==> src/hw/rtl/lru_voice_allocator_assert.svh <==
// Assertion macros shared by the voice allocator RTL.
// Needs nothing else; the bodies collapse to nothing when SYNTHESIS is defined.
`ifndef LRU_VOICE_ALLOCATOR_ASSERT_SVH
`define LRU_VOICE_ALLOCATOR_ASSERT_SVH

`ifndef SYNTHESIS
// Clocked check that is switched off while reset is asserted.
`define LVA_ASSERT(lbl, clk, rst, prop, msg) \
  lbl: assert property (@(posedge clk) disable iff (rst) (prop)) else $error(msg);
// Clocked check that also holds during reset.
`define LVA_ASSERT_ALWAYS(lbl, clk, prop, msg) \
  lbl: assert property (@(posedge clk) (prop)) else $error(msg);
`else
`define LVA_ASSERT(lbl, clk, rst, prop, msg)
`define LVA_ASSERT_ALWAYS(lbl, clk, prop, msg)
`endif

`endif

==> src/hw/rtl/lva_pkg.sv <==
`timescale 1ns / 1ps
// Shared constants, codes and types of the LRU voice allocator.
// Used by lva_voice_list and lru_voice_allocator; depends on nothing.
package lva_pkg;

  localparam int NUM_VOICES = 8;
  localparam int VOICE_W    = $clog2(NUM_VOICES);
  localparam int POS_W      = VOICE_W;
  localparam int NOTE_W     = 7;
  localparam int PORT_W     = 4;
  localparam int VOICE_OUT_W = 3;
  localparam int ACTION_W   = 2;

  localparam logic [POS_W-1:0] LAST_POS = POS_W'(NUM_VOICES - 1);

  localparam logic CMD_KEY_DOWN = 1'b0;
  localparam logic CMD_KEY_UP   = 1'b1;

  localparam logic [ACTION_W-1:0] ACT_NONE    = 2'd0;
  localparam logic [ACTION_W-1:0] ACT_START   = 2'd1;
  localparam logic [ACTION_W-1:0] ACT_RELEASE = 2'd2;

  typedef enum logic [1:0] {
    ST_IDLE,
    ST_SEARCH,
    ST_MOVE,
    ST_FINISH
  } lva_state_t;

  typedef struct packed {
    logic [POS_W-1:0]   rd_pos;
    logic [NOTE_W-1:0]  cmp_note;
    logic               wr_en;
    logic [POS_W-1:0]   wr_pos;
    logic [NOTE_W-1:0]  wr_note;
    logic [VOICE_W-1:0] wr_voice;
  } lva_list_ctrl_t;

  typedef struct packed {
    logic               hit;
    logic [VOICE_W-1:0] rd_voice;
  } lva_list_stat_t;

  // Reported voice field: low bits of the voice index, zero-filled when narrower.
  function automatic logic [VOICE_OUT_W-1:0] voice_field(input logic [VOICE_W-1:0] v);
    logic [VOICE_W+VOICE_OUT_W-1:0] ext;
    ext = (VOICE_W + VOICE_OUT_W)'(v);
    return ext[VOICE_OUT_W-1:0];
  endfunction

endpackage

==> src/hw/rtl/lva_voice_list.sv <==
`timescale 1ns / 1ps
// Move-to-front list of voices with their note tags and the shared note comparator.
// Depends on lva_pkg for widths and the control and status structs.
module lva_voice_list
  import lva_pkg::*;
(
  input  logic           clk,
  input  logic           rst,
  input  lva_list_ctrl_t ctrl,
  output lva_list_stat_t stat
);

  logic [NOTE_W-1:0]  order_note  [NUM_VOICES];
  logic [VOICE_W-1:0] order_voice [NUM_VOICES];

  // One list position is examined per cycle by the single comparator.
  assign stat.hit      = (order_note[ctrl.rd_pos] == ctrl.cmp_note);
  assign stat.rd_voice = order_voice[ctrl.rd_pos];

  // A commit slides the entries at positions 0..wr_pos-1 back by one and puts the new entry in front.
  always_ff @(posedge clk) begin
    if (rst) begin
      for (int i = 0; i < NUM_VOICES; i++) begin
        order_note[i]  <= '0;
        order_voice[i] <= VOICE_W'(i);
      end
    end else if (ctrl.wr_en) begin
      for (int q = 1; q < NUM_VOICES; q++) begin
        if (POS_W'(q) <= ctrl.wr_pos) begin
          order_note[q]  <= order_note[q-1];
          order_voice[q] <= order_voice[q-1];
        end
      end
      order_note[0]  <= ctrl.wr_note;
      order_voice[0] <= ctrl.wr_voice;
    end
  end

endmodule

==> src/hw/rtl/lru_voice_allocator.sv <==
`timescale 1ns / 1ps
// LRU voice allocator: a key event from the keyboard port searches a list of
// NUM_VOICES entries from the front, one entry compared per cycle by the single
// note comparator in lva_voice_list, until a match or the back entry; a
// key-down then moves its entry to the front, stealing the back voice when none
// matches. An event from another port skips the search. One event is in work
// at a time; s_tready is high while the block waits for the next event, and a
// finished result word waits in the output register, holding a later event in
// ST_FINISH until taken. The keyboard port register may be written only while
// no event is in work.
`include "lru_voice_allocator_assert.svh"
module lru_voice_allocator
  import lva_pkg::*;
(
  input  logic        clk,
  input  logic        rst,
  input  logic        cfg_wr_en,
  input  logic [3:0]  cfg_wr_data,   // keyboard_port
  input  logic        s_tvalid,
  output logic        s_tready,
  input  logic [15:0] s_tdata,       // [3:0] source_port, [10:4] note_id, rest zero
  input  logic [0:0]  s_tuser,       // [0] command
  output logic        m_tvalid,
  input  logic        m_tready,
  output logic [7:0]  m_tdata,       // [2:0] voice, [3] stolen, rest zero
  output logic [1:0]  m_tuser        // [1:0] action
);

  lva_state_t            state, state_next;
  logic [PORT_W-1:0]     keyboard_port;
  logic                  cmd, cmd_next;
  logic [NOTE_W-1:0]     note, note_next;
  logic [POS_W-1:0]      pos, pos_next;
  logic [POS_W-1:0]      hit_pos, hit_pos_next;
  logic [VOICE_W-1:0]    voice, voice_next;
  logic [ACTION_W-1:0]   action, action_next;
  logic                  stolen, stolen_next;
  logic                  out_load;

  lva_list_ctrl_t        list_ctrl;
  lva_list_stat_t        list_stat;

  logic                  s_accept;
  logic [PORT_W-1:0]     in_port;
  logic [NOTE_W-1:0]     in_note;

  assign in_port  = s_tdata[PORT_W-1:0];
  assign in_note  = s_tdata[PORT_W+NOTE_W-1:PORT_W];
  assign s_tready = (state == ST_IDLE);
  assign s_accept = s_tvalid && s_tready;

  lva_voice_list u_list (
    .clk  (clk),
    .rst  (rst),
    .ctrl (list_ctrl),
    .stat (list_stat)
  );

  always_comb begin
    list_ctrl.rd_pos   = pos;
    list_ctrl.cmp_note = note;
    list_ctrl.wr_en    = (state == ST_MOVE);
    list_ctrl.wr_pos   = hit_pos;
    list_ctrl.wr_note  = note;
    list_ctrl.wr_voice = voice;
  end

  always_ff @(posedge clk) begin
    if (rst) begin
      keyboard_port <= '0;
    end else if (cfg_wr_en) begin
      keyboard_port <= cfg_wr_data;
    end
  end

  always_ff @(posedge clk) begin
    if (rst) begin
      state <= ST_IDLE;
    end else begin
      state <= state_next;
    end
  end

  always_ff @(posedge clk) begin
    cmd     <= cmd_next;
    note    <= note_next;
    pos     <= pos_next;
    hit_pos <= hit_pos_next;
    voice   <= voice_next;
    action  <= action_next;
    stolen  <= stolen_next;
  end

  always_comb begin
    state_next   = state;
    cmd_next     = cmd;
    note_next    = note;
    pos_next     = pos;
    hit_pos_next = hit_pos;
    voice_next   = voice;
    action_next  = action;
    stolen_next  = stolen;
    out_load     = 1'b0;
    unique case (state)
      ST_IDLE: begin
        if (s_accept) begin
          cmd_next    = s_tuser[0];
          note_next   = in_note;
          pos_next    = '0;
          voice_next  = '0;
          action_next = ACT_NONE;
          stolen_next = 1'b0;
          state_next  = (in_port == keyboard_port) ? ST_SEARCH : ST_FINISH;
        end
      end
      ST_SEARCH: begin
        if (list_stat.hit || pos == LAST_POS) begin
          // A key-down with no match ends here on the back entry, which is stolen.
          hit_pos_next = pos;
          if (cmd == CMD_KEY_DOWN) begin
            voice_next  = list_stat.rd_voice;
            action_next = ACT_START;
            stolen_next = !list_stat.hit;
            state_next  = ST_MOVE;
          end else begin
            if (list_stat.hit) begin
              voice_next  = list_stat.rd_voice;
              action_next = ACT_RELEASE;
            end
            state_next = ST_FINISH;
          end
        end else begin
          pos_next = pos + POS_W'(1);
        end
      end
      ST_MOVE: begin
        state_next = ST_FINISH;
      end
      ST_FINISH: begin
        if (!m_tvalid || m_tready) begin
          out_load   = 1'b1;
          state_next = ST_IDLE;
        end
      end
      default: begin
        state_next = ST_IDLE;
      end
    endcase
  end

  always_ff @(posedge clk) begin
    if (rst) begin
      m_tvalid <= 1'b0;
    end else if (out_load) begin
      m_tvalid <= 1'b1;
    end else if (m_tready) begin
      m_tvalid <= 1'b0;
    end
  end

  always_ff @(posedge clk) begin
    if (out_load) begin
      m_tdata <= {4'b0000, stolen, voice_field(voice)};
      m_tuser <= action;
    end
  end

  `LVA_ASSERT(a_foreign_port_skips_search, clk, rst, s_accept && (in_port != keyboard_port) |=> state == ST_FINISH, "event from another port was searched")
  `LVA_ASSERT(a_stolen_only_on_start, clk, rst, m_tvalid && m_tdata[3] |-> m_tuser == ACT_START, "stolen flag on a word that is not a start")
  `LVA_ASSERT(a_move_only_for_key_down, clk, rst, state == ST_MOVE |-> cmd == CMD_KEY_DOWN && action == ACT_START, "list reordered for a key-up")
  `LVA_ASSERT(a_search_in_range, clk, rst, state == ST_SEARCH |-> pos <= LAST_POS, "search ran past the back of the list")
  `LVA_ASSERT_ALWAYS(a_ready_not_while_busy, clk, s_tready |-> state == ST_IDLE || rst, "event accepted while one is in work")

endmodule
==> config.mk <==
export PLATFORM = sky130hd
export DESIGN_NAME = lru_voice_allocator
export DESIGN_NICKNAME = d
export VERILOG_FILES = /design/src/hw/rtl/lva_pkg.sv /design/src/hw/rtl/lva_voice_list.sv /design/src/hw/rtl/lru_voice_allocator.sv
export VERILOG_INCLUDE_DIRS = /design/src /design/src/hw/rtl
export SDC_FILE = /design/constraint.sdc
export NUM_CORES = 1
export LEC_CHECK = 0
export ABC_AREA = 1
export BUFFER_PORTS_ARGS = -buffer_cell sky130_fd_sc_hd__buf_2
export CAP_MARGIN = 20
export CORE_MARGIN = 4
export CORE_UTILIZATION = 55
export CTS_BUF_LIST = sky130_fd_sc_hd__clkbuf_4 sky130_fd_sc_hd__clkbuf_8 sky130_fd_sc_hd__clkbuf_16
export DETAILED_ROUTE_END_ITERATION = 16
export HOLD_SLACK_MARGIN = 0.02
export PLACE_DENSITY_LB_ADDON = 0.08
export SLEW_MARGIN = 10
export SYNTH_ARGS = -nofsm -noshare
export SYNTH_HDL_FRONTEND = slang
export SYNTH_SLANG_ARGS = --single-unit
==> constraint.sdc <==
create_clock -name clk -period 3.1 [get_ports clk]
set_input_delay 0.31 -clock clk [delete_from_list [all_inputs] [get_ports clk]]
set_output_delay 0.31 -clock clk [all_outputs]
set_load 0.02 [all_outputs]
Word level (Yosys, flattened, before mapping) --
Memories as Yosys holds them, arrays and structs flattened. A register that Yosys moved wholly into a read port is not among the register bits. Cells that the tools add are included.
Cells by class: shift operators 0, divide/modulo/power cells 0, add/subtract/negate cells 1, magnitude comparators 7, equal/unequal tests 12, multiply operators 0, reduce and logical (&&, ||, !) cells 14, bitwise logic cells 16, muxes and demuxes 77
Operator list (count):
- $mux 7 | 8
- $mux 3 | 15
- $mux 1 | 41
- $mux 2 | 8
- $or 1x1->1 | 16
- $le 3x3->1 const A | 4
- $pmux 3 s2 | 2
- $ne 2x2->1 const B | 4
- $pmux 2 s4 | 1
- $reduce_and 4->1 | 2
- $eq 7x7->1 | 1
- $le 2x3->1 const A | 2
- $reduce_and 3->1 | 2
- $eq 2x2->1 const B | 2
- $eq 4x4->1 | 1
- $pmux 2 s2 | 1
- $reduce_and 2->1 | 2
- $reduce_bool 2->1 | 2
- $add 3x1->3 const B | 1
- $eq 3x3->1 const B | 1
- $le 1x3->1 const A | 1
- $ne 3x3->1 const B | 1
- $eq 2x1->1 const B | 1
- $logic_not 1->1 | 2
- 5 further kinds | 6
Storage, ports and cells: word-level logic and storage cells 141, output and inout bits 12, register bits 33, memory bits (writable) 80, memories kept 2, ROM bits 0, bits in latches 0, bits of input ports 26
Memory list:
- u_list.order_note | words 8, bits a word 7, rd ports 8, clocked after memory_dff 1, write ports 8, RTL line lva_voice_list.sv:13 | logic [NOTE_W-1:0] order_note [NUM_VOICES];
- u_list.order_voice | words 8, bits a word 3, rd ports 8, clocked after memory_dff 1, write ports 8, RTL line lva_voice_list.sv:14 | logic [VOICE_W-1:0] order_voice [NUM_VOICES];

Logic depth before layout (Yosys ltp) --
Gate-level depths: netlist (run 1).
depth in word-level cells 6, mapped depth 17, depth with buffers taken out 16

Hierarchy --
A second synthesis (run 1) with hierarchy kept.
Second synthesis, totals: cells, all modules 602, area, all modules 5325.1 µm²
Modules (own cells, without submodules):
- lva_voice_list | cells an instance 480, area an instance 3943.8 µm², instances 1, sequential area each 2202.1 µm²
- lru_voice_allocator | cells an instance 122, area an instance 1381.3 µm², instances 1, sequential area each 920.9 µm²

Worst setup path after synthesis (run 1) --
OpenSTA, ideal clock, no wires.
path type reg-to-reg, from register state[0], to memory u_list.order_note[1][0], enable pin, path buffers 0, library setup time 379 ps, data arrival time 1915 ps, setup slack 806 ps, required time 2721 ps, period minus slack after synthesis 2294 ps, cell stages (with the launch flop) 6, cell sequence dfxtp_1 -> inv_1 -> ha_1 -> inv_1 -> o21ai_0 -> o21bai_1
RTL lines:
- start, declared | RTL line lru_voice_allocator.sv:29 | lva_state_t state, state_next;
- start signal, assigned | RTL line lru_voice_allocator.sv:80 | state <= state_next;
- end, declared | RTL line lva_voice_list.sv:13

==> flow_summary.ini, run 1 <==
[route]
route.detailed.drc = 0
dr_total_vias = 3934
drt-pass1-iter-count = 7
antenna_left = 0
wl_um = 10700
drt-initial-drc-count = 295
wl_per_cell_um = 13.6
drt-vias-per-instance = 4.99

[sta]
slew_violations = 0
finalHoldViolations = 0
fin_crit_sh = 0.870
slew_headroom = 0.291
rsz0062_at_grt = no
tightest_slew_ns = 1.06
tns_ns = 0
fin_skew_ns = 0.0118
period_minus_slack_ns = 2.70
fmaxAchievable_mhz = 371
setup_violations = 0

[setup_path]
cp_common_cell = nand2_1
crit_required_ns = 3.26
start_kind = flop
crit_chain = buf_4 > nand2_1 > nand3_1 > nand3_1 > nand2_1 > nand2_1 > nand2_1 > nand3_2 > nor2_4 > nand2_2 > nand3_2 > nand3b_1 > a21oi_1
worst-path-stages = 13
worstPathArrival_ns = 2.86
cp.buffers_inverters = 1
cp_slowest_cell = dfxtp_1
rr_worst_depth = 13
cpPeakStageDelay_ns = 0.45
crit_type = flop to flop
worst_path_dominant_cell_family = simple AND/OR/NAND/NOR gates
worstSetupEndpointType = flop
crit_path_max_fanout = 20

[floorplanning]
start_util = 0.575
dieHeight_um = 107
core_area_mm2 = 0.00937
dieArea_mm2 = 0.0114
ioPinCount = 38
die_w_um = 107
num_rows = 35

[power_and_ir_drop]
ir_drop_uv = 580
leakagePower_nw = 2.76
power_w = 0.00587
p_per_area_mw_per_mm2 = 923

[clock_network]
cts_tree = built
cts_setup_buffers = 0
clk_pin_slew_ns = 0.06
numCtsBuffers = 17
root_buffer = clkbuf_8
cts.path.max_buffers = 2
cts_resized = 0
insertion_delay_ns = 0.52
htreeDepth = 4
clkSinkCount = 116

[place]
routabilityCongestion = 0.801
io_buffers = 28
place_area_mm2 = 0.00563
dp_hpwl_um = 7530
place_inst = 747

[min_path]
hp-start = cfg_wr_data[2]
hold_path.class = primary input to flop
whs_path_depth = 3

[layout]
drive_above_1_share = 0.132
multi_input_area_mm2 = 0.00168
nFillCells = 745
final_cells = 789
fin_area_mm2 = 0.00635
diodes = 0
area_delta_synth_final_pct = 17.9
seqCellArea_mm2 = 0.00318
nets = 679

[logic_synthesis]
synth_edf_count = 86
ys_seq_elements = 116
async_flop_share = 0
synth.most_common_cell = nand2_1
yosysWarningCount = 0
synth_commonest_cells = 113 x nand2_1, 96 x inv_1, 91 x nor2_1, 86 x edfxtp_1, 50 x nand3_1
synth.avg_cell_area_um2 = 8.98
synth.distinct_cells = 35
syn-cell-area_mm2 = 0.00539
synth_top_cell_by_area = edfxtp_1
syn_inst = 600
synth_top_area_share = 0.479
yosys_most_used_dff = edfxtp_1
synth_area_leaders = edfxtp_1 48%, dfxtp_1 11%, nand2_1 7.9%
ys_seq_area_frac = 0.591

[global_routing]
first_global_vias = 3612
track_usage = 0.200
antenna_found_initial = 0
grt_max_degree = 36
grt_pass1_wl_um = 17500
overflow = 0

[status]
status = finished, final reports clean

[job]
cap_violations = 0
## placed cells by master, fill, tap and decap left out, types with 2 or more instances in the layout
cell and instances:
nand2_1 113, inv_1 96, nor2_1 91, edfxtp_1 86
nand3_1 50, o21ai_0 41, dfxtp_1 30, buf_2 28
a21oi_1 25, clkbuf_16 16, buf_4 12, dlygate4sd3_1 10
ha_1 6, inv_6 4, conb_1 4, bufinv_16 4
nand3_2 3, o21ai_1 3, or2_2 3, nand4_1 3
a31oi_1 3, clkinv_4 3, clkinvlp_4 3, inv_2 2
nand2_2 2, xor2_1 2, o211ai_1 2, clkinv_1 2
xnor2_1 2, clkinv_2 2
## power breakdown
group | switching [W] | leakage (nW) | internal [W]
clock network | 0.000715 | 0.295 | 0.00131
logic | 0.00111 | 1.36 | 0.000487
registers | 0.000152 | 1.10 | 0.00209
total | 0.00198 | 2.76 | 0.00389
## what timing repair did
action	CTS	global route
hold buffers	10	0
endpoints found under the setup margin	0	0
endpoints found under the hold margin	10	0
## metal layers
metal,routed length [um],vias to the layer above,track usage
met5,0,-,0
met4,93,0,0.0731
met3,586,12,0.0506
met2,5010,115,0.304
met1,5030,1788,0.280
li1,-,2019,-
## area by class of cell
class                      count  area share
sequential                   116       0.501
multi-input combinational    361       0.264
clock buffer                  17      0.0652
inverter                     101      0.0605
timing repair buffer          50      0.0520
clock inverter                15      0.0323
tap                          129      0.0254
## sequential cells by signal, indices dropped and copies added (netlist names), named ones only
register            cells
u_list.order_note      56
action                  2
m_tuser                 2
hit_pos                 3
u_list.order_voice     24
state                   2
voice                   3
pos                     3
note                    7
stolen                  1
keyboard_port           4
m_tvalid                1
m_tdata                 4
cmd                     1
## tightest hold or removal path: stages
cell and delay [ns]:
buf_2 0.08, nor2_1 0.04, nor2_1 0.09
## cells by family (layout without fill, tap and decap cells)
kind of cell             count (synthesis)  in the layout  synth area share
flip-flops                             116            116             0.591
XOR/XNOR                                 4              4           0.00650
AO/OA/AOI/OAI                           77             77            0.0761
other                                    1              4          0.000696
adder cells (fa/ha/maj)                  6              6            0.0139
buffers and inverters                  126            183             0.101
AND/OR/NAND/NOR                        270            270             0.211
## path summary, 6_finish.rpt
check,end,slack [ns]
max,voice[2],0.40
min,keyboard_port[2],0.03
max reg2reg,voice[2],0.40
min reg2reg,m_tuser[0],0.42
## stage by stage
step                setup slack (ns)  hold WS, ns  utilization
finish                         0.404       0.0349        0.678
global route                   0.152       0.0352        0.678
CTS                            0.405       0.0218        0.678
detailed placement             0.433        0.418        0.601
global placement               0.442        0.402        0.601
floorplan                      0.806        0.379            -
Note: power is estimated with default switching activity, not from simulation.
==> run 2: changes to the inputs <==
Settings changed: REMOVE_ABC_BUFFERS from default to 1.
==> flow_summary.ini, run 2 (synthesis gave the netlist of run 1 again) <==
[clock_network]
root_buffer = clkbuf_8
cts_resized = 0
insertion_delay_ns = 0.53
cts.path.max_buffers = 2
cts_tree = built
clk_pin_slew_ns = 0.06
numCtsBuffers = 17
clkSinkCount = 116
htreeDepth = 4
cts_setup_buffers = 0

[power_and_ir_drop]
p_per_area_mw_per_mm2 = 911
ir_drop_uv = 672
leakagePower_nw = 2.74

[setup_path]
crit_path_max_fanout = 24
worstPathArrival_ns = 2.91
worstSetupEndpointType = flop
start_kind = flop
crit_required_ns = 3.26
crit_type = flop to flop

[floorplanning]
dieArea_mm2 = 0.0114
die_w_um = 107
num_rows = 35
ioPinCount = 38
core_area_mm2 = 0.00937
dieHeight_um = 107
start_util = 0.575

[sta]
whs_ns = 0.0262
fmaxAchievable_mhz = 363
fin_crit_sh = 0.889
setup_violations = 0
tns_ns = 0
fin_skew_ns = 0.00880
slew_violations = 0
tightest_slew_ns = 0.963
finalHoldViolations = 0
worst_slack_ns = 0.344
slew_headroom = 0.357
period_minus_slack_ns = 2.76
rsz0062_at_grt = no

[layout]
finish.utilization = 0.672
area_delta_synth_final_pct = 16.8
largest_reg_flops = 56
drive_above_1_share = 0.125
final_cells = 787
final_cell_mix = 113 x nand2_1, 96 x inv_1, 91 x nor2_1
top_register = u_list.order_note
final_common_cell = nand2_1
diodes = 0
nFillCells = 761
reg.largest.list = u_list.order_note x56, u_list.order_voice x24, note x7
nets = 677

[global_routing]
grt_pass1_wl_um = 18600
first_global_vias = 3962
antenna_found_initial = 0
grt_max_degree = 36
track_usage = 0.213
overflow = 0

[place]
io_buffers = 28
dp_slack_ns = 0.364
dp_hpwl_um = 7740
routabilityCongestion = 0.801
place_inst = 745

[job]
cap_violations = 0

[route]
wl_per_cell_um = 14.2
antenna_left = 0
dr_total_vias = 3935
drt-pass1-iter-count = 6
wl_um = 11200
drt-vias-per-instance = 5.00
route.detailed.drc = 0
drt-initial-drc-count = 259

[min_path]
hold_path.class = primary input to flop

[status]
status = finished, final reports clean
run 2: cell count changes in the layout (fill, tap and decap cells not counted), sizes merged:
cell	delta
clkbuf	+8
inv	-3
bufinv	-2
clkinvlp	-3
buf	-2
run 2: routing by layer:
layer | share of wire | GRT usage | up-vias
li1 | - | - | 2011
met1 | 0.45 | 0.268 | 1832
met2 | 0.49 | 0.351 | 81
met3 | 0.046 | 0.0626 | 11
met4 | 0.013 | 0.0758 | 0
met5 | 0 | 0 | -
run 2: final cells by class:
type                            count  area (um^2)  share of cell area
Timing Repair Buffer               48          315              0.0501
Sequential cell                   116         3180               0.506
Multi-Input combinational cell    361         1680               0.266
Clock inverter                      7         81.3              0.0129
Tap cell                          129          161              0.0256
Inverter                          101          384              0.0610
Clock buffer                       25          493              0.0783
run 2: final timing paths:
| path | slack, ns | endpoint | cells past startpoint | startpoint |
|---|---|---|---|---|
| max | 0.34 | action[0] | 13 | flop |
| min reg2reg | 0.43 | m_tdata[3] | 0 | stolen |
| max reg2reg | 0.34 | action[0] | 13 | flop |
| min | 0.03 | keyboard_port[3] | 3 | cfg_wr_data[3] |
run 2: where the power goes:
group / internal [W] / switching (W)
sequential: 0.00209 / 0.000157
clock: 0.00124 / 0.000643
combinational: 0.000481 / 0.00113
total: 0.00381 / 0.00193
run 2: per-stage QoR:
stage               cell area [um^2]  total power (W)
finish                          6290          0.00573
detailed placement              5620          0.00386
global route                    6290          0.00608
global placement                5620          0.00378
floorplan                       5240          0.00336
CTS                             6290          0.00575
run 2: repair_timing:
| item | 4_1_cts | 5_1_grt |
|---|---|---|
| endpoints found under the hold margin | 10 | 0 |
| setup endpoints to repair | 0 | 0 |
| hold buffers | 10 | 0 |
run 2: worst max-delay path, stage by stage, from the launching register on:
cell and delay, ns:
dfxtp_1 0.46, buf_4 0.32, nand2_1 0.09, nand3_1 0.10, nand3_1 0.18, nand2_1 0.12
nand2_1 0.05, nand2_1 0.07, nand3_2 0.09, nor2_4 0.14, nand2_2 0.10, nand3_2 0.10
nand3b_1 0.11, a21oi_1 0.46
